<file path="config.mk">
export PLATFORM = sky130hd
export DESIGN_NAME = ucb_ctrl
export DESIGN_NICKNAME = d
export VERILOG_FILES = /design/src/rtl/core/ucb_bandit_arm_selector_macros.svh /design/src/rtl/core/ucb_pkg.sv /design/src/rtl/core/ucb_ctrl.sv
export SDC_FILE = /design/constraint.sdc
export NUM_CORES = 1
export LEC_CHECK = 0
export BUFFER_PORTS_ARGS = -buffer_cell sky130_fd_sc_hd__buf_2
export CORE_MARGIN = 4
export CORE_UTILIZATION = 40
export DETAILED_ROUTE_END_ITERATION = 7
export GPL_TIMING_DRIVEN = 0
export HOLD_SLACK_MARGIN = 0.12
export PLACE_DENSITY = 0.84
export SETUP_SLACK_MARGIN = 0.4
export SLEW_MARGIN = 20
export SYNTH_ARGS = -nofsm -noshare
export SYNTH_HDL_FRONTEND = slang
export SYNTH_SLANG_ARGS = --single-unit
</file>
<file path="constraint.sdc">
create_clock -name clk -period 1.86 [get_ports clk]
set_clock_uncertainty 0.15 [all_clocks]
set_input_delay 0.093 -clock clk [delete_from_list [all_inputs] [get_ports clk]]
set_output_delay 0.093 -clock clk [all_outputs]
set_load 0.03 [all_outputs]
</file>
<file path="src/rtl/core/ucb_bandit_arm_selector_macros.svh">
// Assertion macros shared by the arm selector RTL.
`ifndef UCB_BANDIT_ARM_SELECTOR_MACROS_SVH
`define UCB_BANDIT_ARM_SELECTOR_MACROS_SVH
`ifndef ASSERT_OFF
`define UCB_ASSERT_IMP(name, clk, rst, ante, cons) \
  name: assert property (@(posedge clk) disable iff (rst) (ante) |-> (cons)) \
    else $error("assertion failed");
`define UCB_ASSERT_NXT(name, clk, rst, ante, cons) \
  name: assert property (@(posedge clk) disable iff (rst) (ante) |=> (cons)) \
    else $error("assertion failed");
`else
`define UCB_ASSERT_IMP(name, clk, rst, ante, cons)
`define UCB_ASSERT_NXT(name, clk, rst, ante, cons)
`endif
`endif

</file>
<file path="src/rtl/core/ucb_pkg.sv">
// Shared types and constants of the UCB arm selector.
package ucb_pkg;

  localparam int ARMS_DEF = 4;

  localparam int CFG_IDX_W = 2;
  localparam int CFG_DATA_W = 16;
  localparam logic [CFG_IDX_W-1:0] REG_GAIN = 2'd0;
  localparam logic [CFG_IDX_W-1:0] REG_STEP = 2'd1;
  localparam logic [15:0] GAIN_RESET = 16'd256;
  localparam logic [15:0] STEP_RESET = 16'd6554;

  localparam logic OP_SELECT   = 1'b0;
  localparam logic OP_FEEDBACK = 1'b1;

  localparam int ARM_OUT_W = 6;
  localparam logic [15:0] LN2_Q16 = 16'd45426;
  localparam int LNQ_W  = 21;
  localparam int ROOT_W = 19;
  localparam int SQX_W  = 38;
  localparam int BONUS_W = 27;
  localparam int CNT_W = 5;
  localparam logic [CNT_W-1:0] LN_ROUNDS = 5'd16;
  localparam logic [CNT_W-1:0] DIV_STEPS = 5'd21;
  localparam logic [CNT_W-1:0] SQ_STEPS  = 5'd19;

  typedef enum logic [4:0] {
    ST_IDLE, ST_SEL_INIT, ST_LN_NORM, ST_LN_SQ_MUL, ST_LN_SQ_UPD, ST_LN_FIN,
    ST_ARM_RD, ST_ARM_CHK, ST_DIV, ST_SQ_INIT, ST_SQRT, ST_BONUS, ST_SCORE,
    ST_ARM_NEXT, ST_SEL_DONE, ST_FB_RD, ST_FB_MUL, ST_FB_ADD, ST_FB_DONE
  } state_t;

  typedef struct packed {
    logic cap;
    logic sel_init;
    logic ln_shift;
    logic sq_mul;
    logic sq_upd;
    logic ln_fin;
    logic rd_arm;
    logic rd_last;
    logic set_inf;
    logic div_init;
    logic div_step;
    logic sq_init;
    logic sq_step;
    logic bonus;
    logic score;
    logic ptr_inc;
    logic sel_done;
    logic fb_mul;
    logic fb_wr;
    logic fb_done;
  } cmd_t;

  typedef struct packed {
    logic t_zero;
    logic t_le1;
    logic gain_zero;
    logic m_norm;
    logic cnt_last;
    logic pulls_zero;
    logic best_inf;
    logic ptr_last;
    logic out_free;
  } sts_t;

endpackage

</file>
<file path="src/rtl/core/ucb_ctrl.sv">
// Controller state machine that sequences the selector datapath.
module ucb_ctrl (
  input  logic          clk,
  input  logic          rst,
  input  logic          req_valid,
  input  logic          req_op,
  output logic          req_ready,
  input  ucb_pkg::sts_t sts,
  output ucb_pkg::cmd_t cmd
);

  ucb_pkg::state_t state, state_next;

  always_ff @(posedge clk) begin
    if (rst) begin
      state <= ucb_pkg::ST_IDLE;
    end else begin
      state <= state_next;
    end
  end

  always_comb begin
    state_next = state;
    cmd = '0;
    req_ready = 1'b0;
    case (state)
      ucb_pkg::ST_IDLE: begin
        req_ready = 1'b1;
        if (req_valid) begin
          cmd.cap = 1'b1;
          state_next = (req_op == ucb_pkg::OP_FEEDBACK) ? ucb_pkg::ST_FB_RD
                                                       : ucb_pkg::ST_SEL_INIT;
        end
      end
      ucb_pkg::ST_SEL_INIT: begin
        cmd.sel_init = 1'b1;
        if (sts.t_zero) state_next = ucb_pkg::ST_SEL_DONE;
        else if (sts.t_le1) state_next = ucb_pkg::ST_ARM_RD;
        else state_next = ucb_pkg::ST_LN_NORM;
      end
      ucb_pkg::ST_LN_NORM: begin
        if (sts.m_norm) state_next = ucb_pkg::ST_LN_SQ_MUL;
        else cmd.ln_shift = 1'b1;
      end
      ucb_pkg::ST_LN_SQ_MUL: begin
        cmd.sq_mul = 1'b1;
        state_next = ucb_pkg::ST_LN_SQ_UPD;
      end
      ucb_pkg::ST_LN_SQ_UPD: begin
        cmd.sq_upd = 1'b1;
        state_next = sts.cnt_last ? ucb_pkg::ST_LN_FIN : ucb_pkg::ST_LN_SQ_MUL;
      end
      ucb_pkg::ST_LN_FIN: begin
        cmd.ln_fin = 1'b1;
        state_next = ucb_pkg::ST_ARM_RD;
      end
      ucb_pkg::ST_ARM_RD: begin
        cmd.rd_arm = 1'b1;
        state_next = ucb_pkg::ST_ARM_CHK;
      end
      ucb_pkg::ST_ARM_CHK: begin
        if (sts.pulls_zero) begin
          cmd.set_inf = !sts.t_le1 && !sts.gain_zero && !sts.best_inf;
          state_next = ucb_pkg::ST_ARM_NEXT;
        end else if (sts.best_inf) begin
          state_next = ucb_pkg::ST_ARM_NEXT;
        end else begin
          cmd.div_init = 1'b1;
          state_next = ucb_pkg::ST_DIV;
        end
      end
      ucb_pkg::ST_DIV: begin
        cmd.div_step = 1'b1;
        if (sts.cnt_last) state_next = ucb_pkg::ST_SQ_INIT;
      end
      ucb_pkg::ST_SQ_INIT: begin
        cmd.sq_init = 1'b1;
        state_next = ucb_pkg::ST_SQRT;
      end
      ucb_pkg::ST_SQRT: begin
        cmd.sq_step = 1'b1;
        if (sts.cnt_last) state_next = ucb_pkg::ST_BONUS;
      end
      ucb_pkg::ST_BONUS: begin
        cmd.bonus = 1'b1;
        state_next = ucb_pkg::ST_SCORE;
      end
      ucb_pkg::ST_SCORE: begin
        cmd.score = 1'b1;
        state_next = ucb_pkg::ST_ARM_NEXT;
      end
      ucb_pkg::ST_ARM_NEXT: begin
        if (sts.ptr_last) begin
          state_next = ucb_pkg::ST_SEL_DONE;
        end else begin
          cmd.ptr_inc = 1'b1;
          state_next = ucb_pkg::ST_ARM_RD;
        end
      end
      ucb_pkg::ST_SEL_DONE: begin
        if (sts.out_free) begin
          cmd.sel_done = 1'b1;
          state_next = ucb_pkg::ST_IDLE;
        end
      end
      ucb_pkg::ST_FB_RD: begin
        cmd.rd_last = 1'b1;
        state_next = ucb_pkg::ST_FB_MUL;
      end
      ucb_pkg::ST_FB_MUL: begin
        cmd.fb_mul = 1'b1;
        state_next = ucb_pkg::ST_FB_ADD;
      end
      ucb_pkg::ST_FB_ADD: begin
        cmd.fb_wr = 1'b1;
        state_next = ucb_pkg::ST_FB_DONE;
      end
      ucb_pkg::ST_FB_DONE: begin
        if (sts.out_free) begin
          cmd.fb_done = 1'b1;
          state_next = ucb_pkg::ST_IDLE;
        end
      end
      default: begin
        state_next = ucb_pkg::ST_IDLE;
      end
    endcase
  end

endmodule

</file>
Yosys cells after proc, flatten, opt, wreduce, memory -nomap -nowiden
Cells that the tools add are included.
{ "op_classes": {"n_eq_ne": 23, "mux": 40, "n_reduce_logical": 8} }
{ "ops": {"columns": ["cell", "n"], "rows": [
  ["$pmux W5 S18", 1],
  ["$eq A5 B4 Y1 const B", 8],
  ["$mux W5", 7],
  ["$mux W1", 26],
  ["$eq A5 B3 Y1 const B", 4],
  ["$eq A5 B5 Y1 const B", 3],
  ["$eq A5 B2 Y1 const B", 2],
  ["$mux W3", 3],
  ["$mux W4", 2],
  ["$ne A2 B2 Y1 const B", 4],
  ["$eq A5 B1 Y1 const B", 1],
  ["$logic_not A5 Y1", 1],
  ["$reduce_and A5 Y1", 1],
  ["$logic_not A1 Y1", 3],
  ["$logic_and A1 B1 Y1", 2],
  ["$mux W2", 1],
  ["$ne A2 B1 Y1 const B", 1],
  ["$reduce_or A2 Y1", 1]
]} }
{ "totals": {"register_bits": 5, "inputBits": 13, "output_inout_bits": 21, "wordCells": 72} }

Depth between registers and ports, before layout
Gate-level depths: netlist of the first run.
{ "depth": {"depth_word": 5, "ltp_mapped": 7, "depth_no_buf": 5} }

Least setup slack after synthesis of the first run
OpenSTA, ideal clock, no wires.
{ "synth_path": {"kind": "register to output", "start": "register state[3]", "end": "output cmd[11] (netlist bit)", "arrival_ns": 2.119, "required_time_ns": 1.617, "slack_ns": -0.502, "stages_incl_launch_ff": 5, "n_path_buf": 1, "path_cell_list": "dfxtp_1 -> buf_2 -> or3b_2 -> nand2b_1 -> nor4_1"} }
{ "synth_rtl": {"columns": ["item", "line", "rtl"], "rows": [
  ["start, declared", "ucb_ctrl.sv:12", "ucb_pkg::state_t state, state_next;"],
  ["start signal, assigned", "ucb_ctrl.sv:16", "state <= ucb_pkg::ST_IDLE;"],
  ["start signal, assigned", "ucb_ctrl.sv:18", "state <= state_next;"],
  ["end, declared", "ucb_ctrl.sv:9", "output ucb_pkg::cmd_t cmd"]
]} }

Final worst setup path of the first run
{ "layout_path": {"start": "register state[2]", "end": "register state[3]"} }
{ "layout_between": {"elab_chain_cells": 4, "word_cells_on_any_way": 27, "classes_between": "eq/ne: 23; mux: 1; reduce/logical: 3"} }
{ "layout_rtl": {"columns": ["item", "line", "rtl"], "rows": [
  ["$eq A5 B5 Y1 or $eq A5 B4 Y1 (tied branches)", "ucb_ctrl.sv:26", "case (state)"],
  ["$reduce_or A2 Y1 (no line)", null, null],
  ["$ne A2 B1 Y1 (no line)", null, null],
  ["$reduce_and A5 Y1 (no line)", null, null]
]} }
Parallel ways exist; a longest one is shown, timed or not.
A chain may end at the register's enable or synchronous reset.

==> metrics list, run 1 <==
- Run status: finished, violations left
- The checks that failed: setup timing.
- Slowest-stage cell, CP: sky130_fd_sc_hd__dfxtp_2
* Port bufs: 33
- DIE WIDTH: 49.2 µm
- Max-cap violations in this run came to 0.
* Classification of the worst-slack hold path: in2reg
- The smallest clock period supported by the final layout is computed as 1990 ps.
- For the worst setup path, the data arrival time is 2030 ps.
- Broken down by cell family, the worst path's largest delay share belongs to simple AND/OR/NAND/NOR gates.
* Register bit total from synthesis: 5
- Area of the core region: 1560 µm²
- At the worst endpoint, the required time is 1900 ps.
- Hold violation count in the final report: 0
- CTS built an H-tree with a depth of 1.
- The clock passes through at most 2 buffers.
- For this design, the sink count on the clock tree is 5.
- The routed design uses 2.01 mm of met2 wire.
- Average vias per placed instance: 7.31
- Along the worst hold path, the cell count comes to 4.
- Across all setup checks in the final design, the least slack found is -128 ps.
- Endpoint with the worst hold slack: state[2]
- Post-synthesis sequential area ratio: 0.147
* Layout area overhead: 122%
- After floorplanning, the core was divided into 14 placement rows.
- RSZ-0062 raised after global routing: yes
- 34 I/O pins were placed.
- Global placer's final weighted congestion: 0.903
* Non-Filler Instances: 175
* Syn_area_per_cell: 6.73 µm²
- At the pin with the least slew margin, the transition time is 461 ps.
- Detailed placer's ending HPWL: 1.81 mm
- Endpoint of the lowest-slack register-to-register path: state[3]
- The initial utilization of the core area, before any placement, comes to 0.436.
* Cell chosen for the clock root: sky130_fd_sc_hd__clkbuf_4
* Setup TNS Final: -372 ps
* Top Metal Used: met4
- The first routing iteration left 106 violations.
- Series of cell instances along the critical path: buf_6, buf_2, and3b_1, o21ai_0, nand3b_1, nor4_4, a22o_1
* R2r worst-path depth: 7
- The worst register-to-register path begins at state[2].
* Die height: 49.2 µm
- CTS buffer count: 3
- The total overflow left after global routing is 0.
- Counting flops per register, the top entry is state.
- After technology mapping, the gate count stands at 101.
- The critical path is of the reg2reg type.
- Global-route wire length before repair: 6.02 mm
* Fraction of layout cells with a size suffix above 1: 0.686
- The first TritonRoute pass finished after 5 iterations.
* Inserted Diodes: 0
- OpenSTA, run right after detailed placement, puts the worst setup slack at -110 ps.
- The design draws 2.37 mW.
* Worst Path Max Fanout: 10
* Yosys warns: 0
- Register clock-pin slew on the reported worst setup and hold paths: 50 ps
* Antenna violations before repair: 0
- Setup violations remaining at the end of the flow were counted as 6.
- At the later pin of the worst-skew pair, clock insertion delay measures 250 ps.
- Final Max Tran Viols: 0
- Worst-case hold slack: 160 ps
- STA classifies the critical path endpoint as a flip-flop.
* Pin count of the biggest net entering global routing: 11
- Global-route total usage across every layer: 0.321
- Based on the critical path, the design can be clocked at up to 503 MHz.
- Average routed wire per standard cell: 27.2 µm
- In the final design database the tool counted 173 nets.
* Biggest regs: state (5)
- Number of nets still failing antenna checks after routing: 0
* Startpoint class of the critical path: flip-flop
* TritonCTS clock tree: built
- Post-Route M1 WL: 1.60 mm
* Cell area after synthesis: 679 µm²
- Headroom to the max-slew limit came out at 0.690.
- Total nets after synthesis: 114
- Min-Delay Startpoint: sts[8]
* Number of design rule violations left after detail routing: 0
- Counting distinct cell types in the post-synthesis netlist gives 38.
- Via count of the routed design: 1280
- Largest vdd supply drop: 1.15 mV
- Static Leakage: 0.640 nW
* Power density over the cells: 1570 nW/µm²
- In this run, placement finished with an instance count of 150.
- Number of buffers and inverters on the critical path: 2
- Total Die Area: 2420 µm²
- Aggregate routed wire length: 4.77 mm
* Period utilization: 1.07
* Number of flip-flops under the largest register name: 5
- Largest incremental delay on the critical path: 320 ps
- Routed length on met3: 770 µm
- Reg-to-reg setup timing slack: -130 ps
* Number of global-route vias before repair: 1113
[synthesized netlist by cell type (all sizes together)]
master | instances | area, µm²
dfxtp | 5 | 100
and2 | 2 | 12.5
and3 | 1 | 6.26
nor3 | 5 | 30.0
and3b | 2 | 17.5
o31a | 1 | 8.76
nor2b | 2 | 12.5
a21oi | 6 | 30.0
nor3b | 1 | 7.51
nor4 | 5 | 37.5
nand2 | 5 | 18.8
o32ai | 1 | 8.76
o32a | 1 | 10.0
a2111oi | 1 | 15.0
or3b | 3 | 26.3
or3 | 1 | 6.26
buf | 6 | 36.3
o21ai | 6 | 30.0
and4b | 1 | 10.0
nor2 | 22 | 82.6
a211oi | 2 | 15.0
clkbuf | 3 | 11.3
inv | 2 | 7.51
nand2b | 4 | 25.0
o211a | 1 | 10.0
o21bai | 1 | 7.51
or4b | 1 | 10.0
nand3b | 3 | 22.5
a221o | 1 | 10.0
o22ai | 1 | 6.26
a211o | 1 | 8.76
or2 | 1 | 6.26
o2111ai | 1 | 15.0
a22o | 2 | 17.5
[worst max-delay path by stage]
stage	startpoint	to	slack, ps	cells after the start
final	state[2]	state[3]	-130	7
after global routing	state[1]	state[2]	-160	6
after CTS	state[3]	cmd[11]	20	5
after detailed placement	state[3]	state[2]	-110	5
after global placement	state[3]	state[2]	-60	5
after floorplan	state[4]	state[2]	80	6
[layout make-up]
| class | instances | area, µm² |
|---|---|---|
| multi-input cells | 85 | 771 |
| repair buffers | 54 | 477 |
| flip-flops and latches | 5 | 111 |
| plain buffers | 9 | 97.6 |
| fillers | 28 | 48.8 |
| clock buffers | 4 | 26.3 |
| well taps | 16 | 20.0 |
| inverters | 2 | 7.51 |
[per-layer routing]
layer / up-vias / global-route usage
met1: 561 / 0.418
met5: - / 0
met3: 51 / 0.0642
met2: 176 / 0.511
li1: 492 / -
met4: 0 / 0.123
[power breakdown]
group          switching, mW  leakage (nW)  internal (mW)
Clock                 0.0598        0.0150         0.0821
Sequential            0.0899        0.0436          0.165
Combinational           1.13         0.582          0.848
Total                   1.28         0.640           1.10
[through the flow]
step                      cell area (µm²)   util
after floorplan                       818      -
after global placement               1000  0.644
after detailed placement             1000  0.644
after CTS                            1350  0.864
after global routing                 1510  0.969
final                                1510  0.969
[tightest hold or removal path: stages]
cell                        delay (ps)
sky130_fd_sc_hd__buf_2             110
sky130_fd_sc_hd__o21ai_0           110
sky130_fd_sc_hd__o2111ai_2          80
sky130_fd_sc_hd__a22o_1            140
[layout by cell type (no fill, tap or decap), drive strengths merged, types with 4 or more instances in the layout]
master and n:
a21oi 6, buf 59, clkbuf 7, dfxtp 5, nand2 5, nand2b 4
nor2 22, nor3 5, nor4 5, o21ai 6
[kinds of logic after synthesis]
family | count (synthesis) | share of synthesized area
AOI/OAI and AO/OA | 26 | 0.284
DFF | 5 | 0.147
buffers and inverters | 11 | 0.0810
and+or+nand+nor | 59 | 0.488
[what timing repair did]
item                                    in CTS  in global routing
endpoints found under the setup margin      26                 26
hold buffers                                 1                  0
resized for setup                           63                 34
buffers inserted                            13                  7
endpoints found under the hold margin        4                  0
pin swaps                                   15                 13
Note: power is estimated with default switching activity, not from simulation.
==> inputs of run 2 (changes only) <==
Settings changed: CORE_UTILIZATION 40 to 44, PLACE_DENSITY 0.84 to 0.87.
Clock period 1.86 ns to 2.19 ns, I/O delays scaled along.
==> metrics list, run 2 (synthesis gave the netlist of run 1 again) <==
- The detailed router finished its first iteration with 155 violations.
* Register clock-pin slew on the reported worst setup and hold paths: 60 ps
* Worst-case hold slack: 253 ps
* Antenna violations before repair: 0
- DIE WIDTH: 47.3 µm
- Max-capacitance violation count: 0
* Nature of the critical path endpoint: primary output
- Largest vdd supply drop: 1.12 mV
- The max-slew violation count came to 0.
- Measured against its own limit, the worst slew margin works out to 0.723.
- Crit path setup slack, layout: 279 ps
- The first global-routing pass estimated 4.71 mm of wire.
- Fill count: 62
- Classification of the worst-slack hold path: in2reg
- In this run the power density over the cells is 1410 nW/µm².
- Cell internal power dissipation: 0.744 mW
- For the worst-skew pair, the clock arrives at the later sink with an insertion delay of 250 ps.
- Data arrival time at the worst-slack endpoint: 1650 ps
- Largest register by flop count: state
- After global routing the overflow that remains totals 0.
- In this run the worst path has a maximum fanout of 9.
- Area after DPL: 903 µm²
- Kind of cell adding the most delay to the critical path: simple AND/OR/NAND/NOR gates
- Switch share: 0.555
- The initial utilization of the core area, before any placement, comes to 0.491.
- Setup violations remaining at the end of the flow were counted as 0.
* Average vias per placed instance: 7.29
- For this run, design rule violations remaining after detail routing come to 0.
* Number of global-route vias before repair: 994
- The wire-length estimate of the detail-placed layout is 1.74 mm.
- Total power for the finished layout comes to 1.67 mW.
- CP Class: reg2out
- Pin count of the biggest net entering global routing: 11
* Period utilization: 0.873
* Global placer's final weighted congestion: 0.858
- Clock tree synthesis inserted a total of 3 buffers.
- Number of buffers and inverters on the critical path: 1
- The register with the most flip-flops in the layout has 5 of them.
- The routed design could run at a clock period as short as 1910 ps.
- Across every metal layer, demand over resource in global routing totals 0.294.
* Commonest cells after routing, fill and taps aside: 19 x sky130_fd_sc_hd__buf_2, 18 x sky130_fd_sc_hd__buf_4, 13 x sky130_fd_sc_hd__nor2_1
- TritonCTS clock tree: built
- Setup repair after global routing could not meet its margin everywhere.
- After detailed routing, the total wire length is 3.92 mm.
- The count of nets left with antenna violations once routing finished came out at 0.
* Run status: complete, no violations
- First drt pass iteration count: 5
* Area of the core region: 1380 µm²
- The clock passes through at most 2 buffers.
- Setup TNS Final: 0 ps
- Total Die Area: 2240 µm²
- For the pin with the worst max-slew slack, the measured transition is 412 ps.
- Cell chosen for the clock root: sky130_fd_sc_hd__clkbuf_4
- Final #Nets: 161
- Number of core rows: 13
- Data required time of the critical path: 1930 ps
- Total number of clock tree sinks: 5
- The analysis attributes to net switching a power of 0.930 mW.
- Of the cells placed in the final design, the portion with a size suffix greater than 1 is 0.578.
- In this run the number of H-tree levels came out at 1.
- Max frequency: 523 MHz
* Static Leakage: 0.525 nW
- Of the total power, combinational logic draws 0.807.
- Port bufs: 33
* Clock share of power: 0.072
* Largest incremental delay on the critical path: 440 ps
* Hold violation count in the final report: 0
* Layout area overhead: 74.8%
- Worst setup slack after placement: 190 ps
- The worst setup path is launched from a flip-flop.
- The largest registers in the layout are state (5).
- In this run the vertical extent of the chip is 47.3 µm.
- Slowest-stage cell, CP: sky130_fd_sc_hd__dfxtp_2
- Series of cell instances along the critical path: or3b_4, nand2b_4, nor4_4, buf_4
- After routing the design area is 1190 µm².
- Leaving out fill and tap cells, the most frequent cell in the layout is sky130_fd_sc_hd__buf_2.
- Average routed wire per standard cell: 24.2 µm
* Sequential share of power: 0.122
- Pin placement for this block handled 34 I/O pins.
- 0 antenna diodes ended up in the layout.
- Via count of the routed design: 1181
run 2: what timing repair did:
item                                    in CTS  in global routing
gates resized for setup                     22                 50
hold buffers                                 1                  0
buffers inserted                             4                  4
pin swaps                                    7                  3
endpoints found under the setup margin      17                 24
hold endpoints to repair                     4                  0
gates cloned                                 0                  0
run 2: power by group through the flow:
| stage | combinational [mW] | sequential, mW | clock, mW |
|---|---|---|---|
| global placement | 0.893 | 0.176 | 0 |
| detailed placement | 0.906 | 0.178 | 0 |
| floorplan | 0.718 | 0.159 | 0 |
| CTS | 1.05 | 0.187 | 0.116 |
| global route | 1.38 | 0.206 | 0.124 |
| finish | 1.35 | 0.203 | 0.120 |
run 2: path summary, 6_finish.rpt:
kind            start  endpoint  slack (ps)  cells past startpoint
min            sts[4]  state[2]         250                      4
max reg2reg  state[1]  state[2]         290                      6
min reg2reg  state[4]  state[0]         630                      4
max          state[0]   cmd[11]         280                      4
run 2: metrics by stage:
step	utilization	std cells
global placement	0.653	149
CTS	0.758	158
finish	0.859	162
detailed placement	0.653	149
global route	0.859	162
floorplan	-	101
run 2: final cells by class:
| class | count | area, µm² | area share |
|---|---|---|---|
| sequential | 5 | 108 | 0.0906 |
| buffer | 9 | 71.3 | 0.0601 |
| inverter | 2 | 7.51 | 0.00632 |
| multi-input combinational | 85 | 662 | 0.557 |
| clock buffer | 4 | 26.3 | 0.0221 |
| timing repair buffer | 42 | 294 | 0.248 |
| tap | 15 | 18.8 | 0.0158 |
run 2: routing by layer:
metal  part of all wire  track usage  wire length (µm)
met4              0.097        0.144               379
met3               0.17       0.0766               665
met1               0.32        0.356              1240
met5                  0            0                 0
met2               0.42        0.476              1640
run 2: worst reg2reg max path, cell delays in order (launching register included):
cell	delay [ps]
sky130_fd_sc_hd__dfxtp_2	420
sky130_fd_sc_hd__or2_1	140
sky130_fd_sc_hd__buf_2	200
sky130_fd_sc_hd__nor3_2	100
sky130_fd_sc_hd__nor4_4	440
sky130_fd_sc_hd__nor2_2	90
sky130_fd_sc_hd__a22o_1	260
